--- config.mk ---
export PLATFORM = sky130hd
export DESIGN_NAME = circular_brush_dab_blend
export DESIGN_NICKNAME = d
export VERILOG_FILES = /design/src/hdl/cbdb_pkg.sv /design/src/hdl/cbdb_isqrt.sv /design/src/hdl/cbdb_div.sv /design/src/hdl/circular_brush_dab_blend.sv
export SDC_FILE = /design/constraint.sdc
export NUM_CORES = 2
export LEC_CHECK = 0
export BUFFER_PORTS_ARGS = -buffer_cell sky130_fd_sc_hd__buf_2
export CAP_MARGIN = 10
export CORE_MARGIN = 5
export CORE_UTILIZATION = 58
export CTS_CLUSTER_DIAMETER = 120
export DETAILED_ROUTE_END_ITERATION = 12
export PLACE_DENSITY = 0.73
export SYNTH_ARGS = -nofsm -noshare
export SYNTH_HDL_FRONTEND = slang
export SYNTH_SLANG_ARGS = --single-unit
--- constraint.sdc ---
create_clock -name clk -period 18.3 [get_ports clk]
set_input_delay 1.83 -clock clk [delete_from_list [all_inputs] [get_ports clk]]
set_output_delay 1.83 -clock clk [all_outputs]
set_load 0.02 [all_outputs]
--- src/hdl/cbdb_pkg.sv ---
// ----------------------------------------------------------------------------
// cbdb_pkg
// Shared constants and types for the round brush dab blend pipeline.
// ----------------------------------------------------------------------------
package cbdb_pkg;

  localparam int COORD_WIDTH     = 14;
  localparam int CFG_INDEX_WIDTH = 3;
  localparam int CFG_DATA_WIDTH  = 9;
  localparam int ROOT_STAGES     = 16;  // one root bit per stage
  localparam int QUO_STAGES      = 9;   // one quotient bit per stage
  localparam int DIV_NUM_WIDTH   = 18;
  localparam logic [8:0] FRAC_ONE = 9'd256;

  // configuration register indexes
  typedef enum logic [CFG_INDEX_WIDTH-1:0] {
    REG_RADIUS   = 3'd0,
    REG_HARDNESS = 3'd1,
    REG_OPACITY  = 3'd2,
    REG_TARGET   = 3'd3
  } cfg_reg_t;

  // sideband that rides along the arithmetic units
  typedef struct packed {
    logic [7:0] old;
    logic       cov;
    logic       ramp_on;
  } side_t;

endpackage

--- src/hdl/cbdb_isqrt.sv ---
// ----------------------------------------------------------------------------
// cbdb_isqrt
// Pipelined integer square root of a 32-bit value, one root bit per stage.
// ----------------------------------------------------------------------------
module cbdb_isqrt
  import cbdb_pkg::*;
(
  input  logic        clk,
  input  logic        rst,
  input  logic        en,
  input  logic        in_vld,
  input  logic [31:0] v,
  input  side_t       in_side,
  output logic        out_vld,
  output logic [15:0] root,
  output side_t       out_side
);

  logic [31:0] rem_s  [1:ROOT_STAGES];
  logic [31:0] res_s  [1:ROOT_STAGES];
  logic        vld_s  [1:ROOT_STAGES];
  side_t       side_s [1:ROOT_STAGES];

  for (genvar g = 0; g < ROOT_STAGES; g++) begin : g_stage
    localparam logic [31:0] BIT = 32'h1 << (30 - 2 * g);
    logic [31:0] rem_i;
    logic [31:0] res_i;
    logic        vld_i;
    side_t       side_i;
    logic [32:0] trial;

    if (g == 0) begin : g_first
      assign rem_i  = v;
      assign res_i  = '0;
      assign vld_i  = in_vld;
      assign side_i = in_side;
    end else begin : g_rest
      assign rem_i  = rem_s[g];
      assign res_i  = res_s[g];
      assign vld_i  = vld_s[g];
      assign side_i = side_s[g];
    end

    assign trial = {1'b0, res_i} + {1'b0, BIT};

    always_ff @(posedge clk) begin
      if (rst) begin
        vld_s[g+1] <= 1'b0;
      end else if (en) begin
        vld_s[g+1] <= vld_i;
      end
    end

    // one digit of the bitwise root
    always_ff @(posedge clk) begin
      if (en) begin
        side_s[g+1] <= side_i;
        if ({1'b0, rem_i} >= trial) begin
          rem_s[g+1] <= rem_i - trial[31:0];
          res_s[g+1] <= (res_i >> 1) + BIT;
        end else begin
          rem_s[g+1] <= rem_i;
          res_s[g+1] <= res_i >> 1;
        end
      end
    end
  end

  assign out_vld  = vld_s[ROOT_STAGES];
  assign root     = res_s[ROOT_STAGES][15:0];
  assign out_side = side_s[ROOT_STAGES];

endmodule

--- src/hdl/cbdb_div.sv ---
// ----------------------------------------------------------------------------
// cbdb_div
// Pipelined restoring divider, 9 quotient bits, one bit per stage.
// Quotient is exact whenever it is below 512.
// ----------------------------------------------------------------------------
module cbdb_div
  import cbdb_pkg::*;
(
  input  logic                     clk,
  input  logic                     rst,
  input  logic                     en,
  input  logic                     in_vld,
  input  logic [DIV_NUM_WIDTH-1:0] num,
  input  logic [8:0]               den,
  input  side_t                    in_side,
  output logic                     out_vld,
  output logic [8:0]               quo,
  output side_t                    out_side
);

  logic [DIV_NUM_WIDTH-1:0] rem_s  [1:QUO_STAGES];
  logic [8:0]               den_s  [1:QUO_STAGES];
  logic [8:0]               quo_s  [1:QUO_STAGES];
  logic                     vld_s  [1:QUO_STAGES];
  side_t                    side_s [1:QUO_STAGES];

  for (genvar g = 0; g < QUO_STAGES; g++) begin : g_stage
    localparam int SH = QUO_STAGES - 1 - g;
    logic [DIV_NUM_WIDTH-1:0] rem_i;
    logic [8:0]               den_i;
    logic [8:0]               quo_i;
    logic                     vld_i;
    side_t                    side_i;
    logic [DIV_NUM_WIDTH-1:0] sub;

    if (g == 0) begin : g_first
      assign rem_i  = num;
      assign den_i  = den;
      assign quo_i  = '0;
      assign vld_i  = in_vld;
      assign side_i = in_side;
    end else begin : g_rest
      assign rem_i  = rem_s[g];
      assign den_i  = den_s[g];
      assign quo_i  = quo_s[g];
      assign vld_i  = vld_s[g];
      assign side_i = side_s[g];
    end

    assign sub = {{(DIV_NUM_WIDTH-9){1'b0}}, den_i} << SH;

    always_ff @(posedge clk) begin
      if (rst) begin
        vld_s[g+1] <= 1'b0;
      end else if (en) begin
        vld_s[g+1] <= vld_i;
      end
    end

    // compare and subtract the shifted divisor
    always_ff @(posedge clk) begin
      if (en) begin
        side_s[g+1] <= side_i;
        den_s[g+1]  <= den_i;
        if (rem_i >= sub) begin
          rem_s[g+1] <= rem_i - sub;
          quo_s[g+1] <= {quo_i[7:0], 1'b1};
        end else begin
          rem_s[g+1] <= rem_i;
          quo_s[g+1] <= {quo_i[7:0], 1'b0};
        end
      end
    end
  end

  assign out_vld  = vld_s[QUO_STAGES];
  assign quo      = quo_s[QUO_STAGES];
  assign out_side = side_s[QUO_STAGES];

endmodule

--- src/hdl/circular_brush_dab_blend.sv ---
// ----------------------------------------------------------------------------
// circular_brush_dab_blend
// Soft round brush dab: blends one pixel byte toward the target level.
// ----------------------------------------------------------------------------
// Usage:
//   Input beats (pixel_valid/pixel_stall) carry pixel and dab centre
//   coordinates and the old byte. Each beat yields exactly one output beat
//   (result_valid/result_stall) with the new byte and the covered flag.
//   Configuration is a plain write port (cfg_write, cfg_index, cfg_data);
//   write only while no beat is in flight.
// Throughput: one beat per cycle while the output is not stalled. The
//   pipeline is a 3-stage distance front, a 16-stage square root, two
//   9-stage dividers (distance over radius, soft edge ramp) and two
//   multiply stages.
// Reset: rst clears all valid bits and loads radius 3, hardness 256,
//   opacity 256, target 255.
// Stall: while result_valid and result_stall are both high the whole
//   pipeline holds and pixel_stall is raised; nothing is lost or repeated.
// ----------------------------------------------------------------------------
module circular_brush_dab_blend
  import cbdb_pkg::*;
(
  input  logic                          clk,
  input  logic                          rst,
  input  logic                          cfg_write,
  input  logic [CFG_INDEX_WIDTH-1:0]    cfg_index,
  input  logic [CFG_DATA_WIDTH-1:0]     cfg_data,
  input  logic                          pixel_valid,
  output logic                          pixel_stall,
  input  logic [11:0]                   pixel_x,
  input  logic [11:0]                   pixel_y,
  input  logic signed [COORD_WIDTH-1:0] centre_x,
  input  logic signed [COORD_WIDTH-1:0] centre_y,
  input  logic [7:0]                    old_level,
  output logic                          result_valid,
  input  logic                          result_stall,
  output logic [7:0]                    new_level,
  output logic                          covered
);

  logic [7:0] brush_radius;
  logic [8:0] hardness_q8;
  logic [8:0] opacity_q8;
  logic [7:0] target_level;

  logic adv;

  // config registers
  always_ff @(posedge clk) begin
    if (rst) begin
      brush_radius <= 8'd3;
      hardness_q8  <= FRAC_ONE;
      opacity_q8   <= FRAC_ONE;
      target_level <= 8'd255;
    end else if (cfg_write) begin
      case (cfg_reg_t'(cfg_index))
        REG_RADIUS:   brush_radius <= cfg_data[7:0];
        REG_HARDNESS: hardness_q8  <= cfg_data;
        REG_OPACITY:  opacity_q8   <= cfg_data;
        REG_TARGET:   target_level <= cfg_data[7:0];
        default:      ;
      endcase
    end
  end

  // global advance: hold everything while the output beat is stalled
  assign adv         = !(result_valid && result_stall);
  assign pixel_stall = !adv;

  // stage A: absolute offsets
  logic signed [COORD_WIDTH:0] dx, dy;
  logic        a_vld;
  logic [13:0] a_ax, a_ay;
  logic [7:0]  a_old;

  assign dx = $signed({3'b000, pixel_x}) - $signed({centre_x[COORD_WIDTH-1], centre_x});
  assign dy = $signed({3'b000, pixel_y}) - $signed({centre_y[COORD_WIDTH-1], centre_y});

  always_ff @(posedge clk) begin
    if (rst) begin
      a_vld <= 1'b0;
    end else if (adv) begin
      a_vld <= pixel_valid;
    end
  end

  always_ff @(posedge clk) begin
    if (adv) begin
      a_ax  <= dx[COORD_WIDTH] ? 14'(-dx) : dx[13:0];
      a_ay  <= dy[COORD_WIDTH] ? 14'(-dy) : dy[13:0];
      a_old <= old_level;
    end
  end

  // stage B: squares
  logic        b_vld;
  logic [27:0] b_sx, b_sy;
  logic [7:0]  b_old;

  always_ff @(posedge clk) begin
    if (rst) begin
      b_vld <= 1'b0;
    end else if (adv) begin
      b_vld <= a_vld;
    end
  end

  always_ff @(posedge clk) begin
    if (adv) begin
      b_sx  <= a_ax * a_ax;
      b_sy  <= a_ay * a_ay;
      b_old <= a_old;
    end
  end

  // stage C: squared distance; only d2 below 2^16 can be inside the circle
  logic [28:0] d2;
  logic        c_vld;
  logic [31:0] c_v;
  side_t       c_side;

  assign d2 = {1'b0, b_sx} + {1'b0, b_sy};

  always_ff @(posedge clk) begin
    if (rst) begin
      c_vld <= 1'b0;
    end else if (adv) begin
      c_vld <= b_vld;
    end
  end

  always_ff @(posedge clk) begin
    if (adv) begin
      c_v            <= {d2[15:0], 16'h0000};
      c_side.old     <= b_old;
      c_side.cov     <= (d2[28:16] == '0) && (brush_radius != '0);
      c_side.ramp_on <= 1'b0;
    end
  end

  // root = floor(256 * sqrt(d2))
  logic        r_vld;
  logic [15:0] root;
  side_t       r_side;

  cbdb_isqrt u_isqrt (
    .clk      (clk),
    .rst      (rst),
    .en       (adv),
    .in_vld   (c_vld),
    .v        (c_v),
    .in_side  (c_side),
    .out_vld  (r_vld),
    .root     (root),
    .out_side (r_side)
  );

  // covered when root / radius <= 256, i.e. root < 257 * radius
  logic [17:0] lim;
  side_t       q_in_side;

  assign lim = {2'b00, brush_radius, 8'h00} + {10'h000, brush_radius};

  always_comb begin
    q_in_side     = r_side;
    q_in_side.cov = r_side.cov && ({2'b00, root} < lim);
  end

  logic       q_vld;
  logic [8:0] dist_q;
  side_t      q_side;

  cbdb_div u_div_dist (
    .clk      (clk),
    .rst      (rst),
    .en       (adv),
    .in_vld   (r_vld),
    .num      ({2'b00, root}),
    .den      ({1'b0, brush_radius}),
    .in_side  (q_in_side),
    .out_vld  (q_vld),
    .quo      (dist_q),
    .out_side (q_side)
  );

  // soft edge ramp: (dist - hard) * 256 / (256 - hard)
  logic [8:0]  hard, opac;
  logic [8:0]  ramp;
  logic [17:0] e_num;
  side_t       e_in_side;

  assign hard = (hardness_q8 > FRAC_ONE) ? FRAC_ONE : hardness_q8;
  assign opac = (opacity_q8 > FRAC_ONE) ? FRAC_ONE : opacity_q8;
  assign ramp = dist_q - hard;

  always_comb begin
    e_in_side         = q_side;
    e_in_side.ramp_on = q_side.cov && (hard < FRAC_ONE) && (dist_q > hard);
    e_num             = e_in_side.ramp_on ? {1'b0, ramp, 8'h00} : '0;
  end

  logic       s_vld;
  logic [8:0] ramp_q;
  side_t      s_side;

  cbdb_div u_div_ramp (
    .clk      (clk),
    .rst      (rst),
    .en       (adv),
    .in_vld   (q_vld),
    .num      (e_num),
    .den      (FRAC_ONE - hard),
    .in_side  (e_in_side),
    .out_vld  (s_vld),
    .quo      (ramp_q),
    .out_side (s_side)
  );

  // stage E: alpha scaled by opacity
  logic [8:0]  alpha;
  logic        e_vld;
  logic [17:0] e_alpha;
  side_t       e_side;

  assign alpha = s_side.ramp_on ? (FRAC_ONE - ramp_q) : FRAC_ONE;

  always_ff @(posedge clk) begin
    if (rst) begin
      e_vld <= 1'b0;
    end else if (adv) begin
      e_vld <= s_vld;
    end
  end

  always_ff @(posedge clk) begin
    if (adv) begin
      e_alpha <= alpha * opac;
      e_side  <= s_side;
    end
  end

  // stage F: blend toward target, output register
  logic signed [20:0] a2;
  logic signed [20:0] diff;
  logic signed [20:0] blend;

  assign a2    = $signed({12'h000, e_alpha[16:8]});
  assign diff  = $signed({13'h0000, target_level}) - $signed({13'h0000, e_side.old});
  assign blend = $signed({5'h00, e_side.old, 8'h00}) + a2 * diff;

  always_ff @(posedge clk) begin
    if (rst) begin
      result_valid <= 1'b0;
    end else if (adv) begin
      result_valid <= e_vld;
    end
  end

  always_ff @(posedge clk) begin
    if (adv) begin
      new_level <= e_side.cov ? blend[15:8] : e_side.old;
      covered   <= e_side.cov;
    end
  end

  // checks
  a_reset_empty: assert property (@(posedge clk) $past(rst) |-> !result_valid)
    else $error("output valid after reset");

  a_front_hold: assert property (@(posedge clk) disable iff (rst)
    (!$past(rst) && $past(pixel_stall)) |-> ($stable(a_vld) && $stable(c_vld)))
    else $error("front stages moved while stalled");

  a_stall_src: assert property (@(posedge clk) disable iff (rst)
    pixel_stall |-> (result_valid && result_stall))
    else $error("input stalled without output backpressure");

endmodule
==> impl_metrics.env <==
export IMPL_result_of_the_run="complete, no violations"
export IMPL_fill_cells=10500
export IMPL_dpl_hpwl_mm=110
export IMPL_dieArea_um2=148000
export IMPL_post_cts_setup_buffers=0
export IMPL_synthesis_yosys_warnings=0
export IMPL_floorplan_initialDensity_pct=58.4
export IMPL_worst_pin_slew_ns=1.17
export IMPL_synthesized_net_count=7802
export IMPL_endpoint_kind="flip-flop"
export IMPL_synth_ff_latch_count=1440
export IMPL_count_of_final_max_slew_check_failures=0
export IMPL_edff_count_synth=1401
export IMPL_post_cts_resized=0
export IMPL_hold_viol=0
export IMPL_drt_vias_per_instance=5.54
export IMPL_worstPathMaxFanout=9
export IMPL_synth_top_cells_by_area="sky130_fd_sc_hd__edfxtp_1, sky130_fd_sc_hd__ha_1, sky130_fd_sc_hd__fa_1"
export IMPL_timing_final_setup_violations=0
export IMPL_max_cap_viol_count=0
export IMPL_cts_root_buf="sky130_fd_sc_hd__clkbuf_16"
export IMPL_cts_buffers_inserted=152
export IMPL_tritoncts="yes"
export IMPL_initialDrtViolationCount=3059
export IMPL_synthArstFlopShare_pct=0
export IMPL_chipWidth_um=385
export IMPL_route_vias_total=49400
export IMPL_timing_setup_tns_ns=0
export IMPL_synth_area_leader_cell="sky130_fd_sc_hd__edfxtp_1"
export IMPL_placement_io_buffers=87
export IMPL_floorplan_io_pins=88
export IMPL_mostFrequentLayoutCell="sky130_fd_sc_hd__edfxtp_1"
export IMPL_clk_insertion_delay_late_ns=0.77
export IMPL_nNetsFinal=7954
export IMPL_yosysTopAreaCellShare_pct=51.5
export IMPL_hold_buffers=0
export IMPL_finalWorstPathRequiredPeriod_ns=6.92
export IMPL_timing_fmax_mhz=145
export IMPL_worst_clock_skew_ns=0.0265
export IMPL_groute_usage_overall_pct=20.8
export IMPL_critical_path_class="flip-flop to flip-flop"
export IMPL_routed_wire_length_per_instance_um=17.1
export IMPL_hold_class="flip-flop to flip-flop"
export IMPL_cts_root_to_sink_buffers=3
export IMPL_post_route_drc_violation_count=0
export IMPL_start_kind="flip-flop"
export IMPL_drive_above_1_share_pct=6.42
export IMPL_syn_area_um2=81600
export IMPL_place_congestion=0.854
export IMPL_grt_start_max_net_pins=198
export IMPL_multiInputGateArea_um2=35100
export IMPL_worstPathRequired_ns=18.78
export IMPL_grt_first_pass_wirelength_mm=251
export IMPL_die_height_um=385
export IMPL_seq_area_um2=42900
export IMPL_synth_seq_area_share_pct=52.5
export IMPL_final_antenna_net_count=0
export IMPL_cts_sinks=1440
export IMPL_dr_pass1_iters=5
export IMPL_layout_cells_most_common_list="sky130_fd_sc_hd__edfxtp_1, sky130_fd_sc_hd__inv_1, sky130_fd_sc_hd__ha_1, sky130_fd_sc_hd__nand2_1, sky130_fd_sc_hd__nor2_1"
export IMPL_cts_reportedPaths_clkPinSlew_ns=0.06
export IMPL_timing_max_slew_rel_slack_pct=22.2
export IMPL_dominantRegCellSynth="sky130_fd_sc_hd__edfxtp_1"
export IMPL_antenna_cells_inserted=0
export IMPL_vias_in_the_first_global_route=50800
export IMPL_syn_mean_instance_area_um2=12.1
export IMPL_fp_row_count=137
export IMPL_wirelength_mm=152
export IMPL_area_growth_pct=9.27
export IMPL_floorplan_core_area_um2=140000
export IMPL_crit_arrival_ns=7.40
export IMPL_grt_overflow_total=0
export IMPL_syn_inst=6755
export IMPL_grt_setup_unrepaired="false"
export IMPL_synth_cell_type_count=93
export IMPL_layout_worst_path_cycle_share_pct=37.8
export IMPL_ctsHtreeMaxLevel=4
export IMPL_antenna_found_initial=1
## Yosys cell counts (9+ instances only)
cell                        count
sky130_fd_sc_hd__o211ai_1      17
sky130_fd_sc_hd__a21oi_1      288
sky130_fd_sc_hd__nor2_1       409
sky130_fd_sc_hd__a2111oi_0      9
sky130_fd_sc_hd__nand2_1      504
sky130_fd_sc_hd__xor2_1       203
sky130_fd_sc_hd__mux2_2        47
sky130_fd_sc_hd__a31oi_1       20
sky130_fd_sc_hd__nor4_1        58
sky130_fd_sc_hd__mux2i_1       28
sky130_fd_sc_hd__fa_1         367
sky130_fd_sc_hd__a211o_1       10
sky130_fd_sc_hd__nor4b_1       10
sky130_fd_sc_hd__or2_2         28
sky130_fd_sc_hd__and3_1        69
sky130_fd_sc_hd__a21boi_0      44
sky130_fd_sc_hd__nor2b_1       83
sky130_fd_sc_hd__nor3_1       141
sky130_fd_sc_hd__nand2b_1      75
sky130_fd_sc_hd__a21o_1        93
sky130_fd_sc_hd__dfxtp_1       39
sky130_fd_sc_hd__nand4_1       41
sky130_fd_sc_hd__o31ai_1       49
sky130_fd_sc_hd__o21bai_1      24
sky130_fd_sc_hd__nand3b_1      19
sky130_fd_sc_hd__a211oi_1      30
sky130_fd_sc_hd__or3_1         51
sky130_fd_sc_hd__edfxtp_1    1401
sky130_fd_sc_hd__inv_1        875
sky130_fd_sc_hd__xnor2_1      267
sky130_fd_sc_hd__o21a_1        62
sky130_fd_sc_hd__and2_1       172
sky130_fd_sc_hd__or4_1         18
sky130_fd_sc_hd__clkbuf_1     110
sky130_fd_sc_hd__ha_1         603
sky130_fd_sc_hd__nand3_1       76
sky130_fd_sc_hd__nor3b_1       11
sky130_fd_sc_hd__o21ai_0      269
## flip-flops by register name, summed over array words and instances, names as in the netlist, 45 cells and up
name and count:
u_div_dist.rem_s 143, u_div_ramp.quo_s 45, u_div_ramp.side_s 90, u_isqrt.rem_s 289, u_isqrt.res_s 136, u_div_dist.quo_s 45
u_div_ramp.den_s 72, u_div_dist.den_s 64, u_div_dist.side_s 81, u_isqrt.side_s 144, u_div_ramp.rem_s 108
## critical path: stages (launching register included)
cell and delay [ns]:
sky130_fd_sc_hd__edfxtp_1 0.47, sky130_fd_sc_hd__ha_1 0.24, sky130_fd_sc_hd__fa_1 0.39, sky130_fd_sc_hd__nand2b_1 0.15
sky130_fd_sc_hd__a21boi_0 0.25, sky130_fd_sc_hd__nor2_1 0.09, sky130_fd_sc_hd__xnor2_1 0.71, sky130_fd_sc_hd__and2_1 0.26
sky130_fd_sc_hd__fa_1 0.44, sky130_fd_sc_hd__fa_1 0.47, sky130_fd_sc_hd__fa_1 0.51, sky130_fd_sc_hd__fa_1 0.55
sky130_fd_sc_hd__inv_1 0.06, sky130_fd_sc_hd__fa_1 0.53, sky130_fd_sc_hd__inv_1 0.04, sky130_fd_sc_hd__ha_1 0.22
sky130_fd_sc_hd__nor3_1 0.16, sky130_fd_sc_hd__o21ai_0 0.15, sky130_fd_sc_hd__a41oi_1 0.33, sky130_fd_sc_hd__nor2b_1 0.11
sky130_fd_sc_hd__o21a_1 0.17, sky130_fd_sc_hd__nor2_1 0.11, sky130_fd_sc_hd__xnor2_1 0.13, sky130_fd_sc_hd__mux2i_1 0.09
## path summary, 6_finish.rpt
path                                start                       to  slack [ns]  cells past startpoint
setup / recovery                e_side[2]             new_level[7]       11.38                     23
hold / removal    u_div_dist.side_s[2][3]  u_div_dist.side_s[3][3]        0.41                      0
setup reg to reg                e_side[2]             new_level[7]       11.38                     23
hold reg to reg   u_div_dist.side_s[2][3]  u_div_dist.side_s[3][3]        0.41                      0
## cell type report
type	instances	area share, %
Inverter	875	3.68
Timing Repair Buffer	114	0.762
Clock buffer	172	4.39
Clock inverter	102	1.15
Sequential cell	1440	48.0
Tap cell	1876	2.63
Multi-Input combinational cell	4324	39.3
## metal layers
layer	vias up	part of all wire [%]	GRT usage [%]	wire, µm
li1	24000	-	-	-
met1	24100	41	25.8	62900
met2	1001	51	37.8	78300
met3	301	4.2	3.03	6340
met4	0	3.0	6.55	4510
met5	-	0	0	0
## metrics by stage
step	hold WS [ns]	utilization [%]	cell area (µm²)	instances	worst slack, ns
after floorplan	0.400	-	81600	6755	6.64
after global placement	0.400	60.3	84300	8628	11.51
after detailed placement	0.405	60.3	84300	8628	11.41
after global routing	0.421	63.9	89200	8903	10.95
final	0.407	63.9	89200	8903	11.38
after CTS	0.410	63.9	89200	8902	11.38
## logic make-up (layout without fill, tap and decap cells)
group / Yosys count / count (layout) / synth area share (%)
buffers and inverters: 991 / 1263 / 4.57
adders and majority gates: 970 / 970 / 18.2
and+or+nand+nor: 1796 / 1796 / 10.9
DFF: 1440 / 1440 / 52.5
AOI/OAI and AO/OA: 1012 / 1012 / 7.79
muxes: 76 / 76 / 1.01
xor gates and xnor gates: 470 / 470 / 5.04
Power is left out: the tool's default activity adds up to more than one toggle a clock period on the data nets, which glitch-free logic cannot reach.
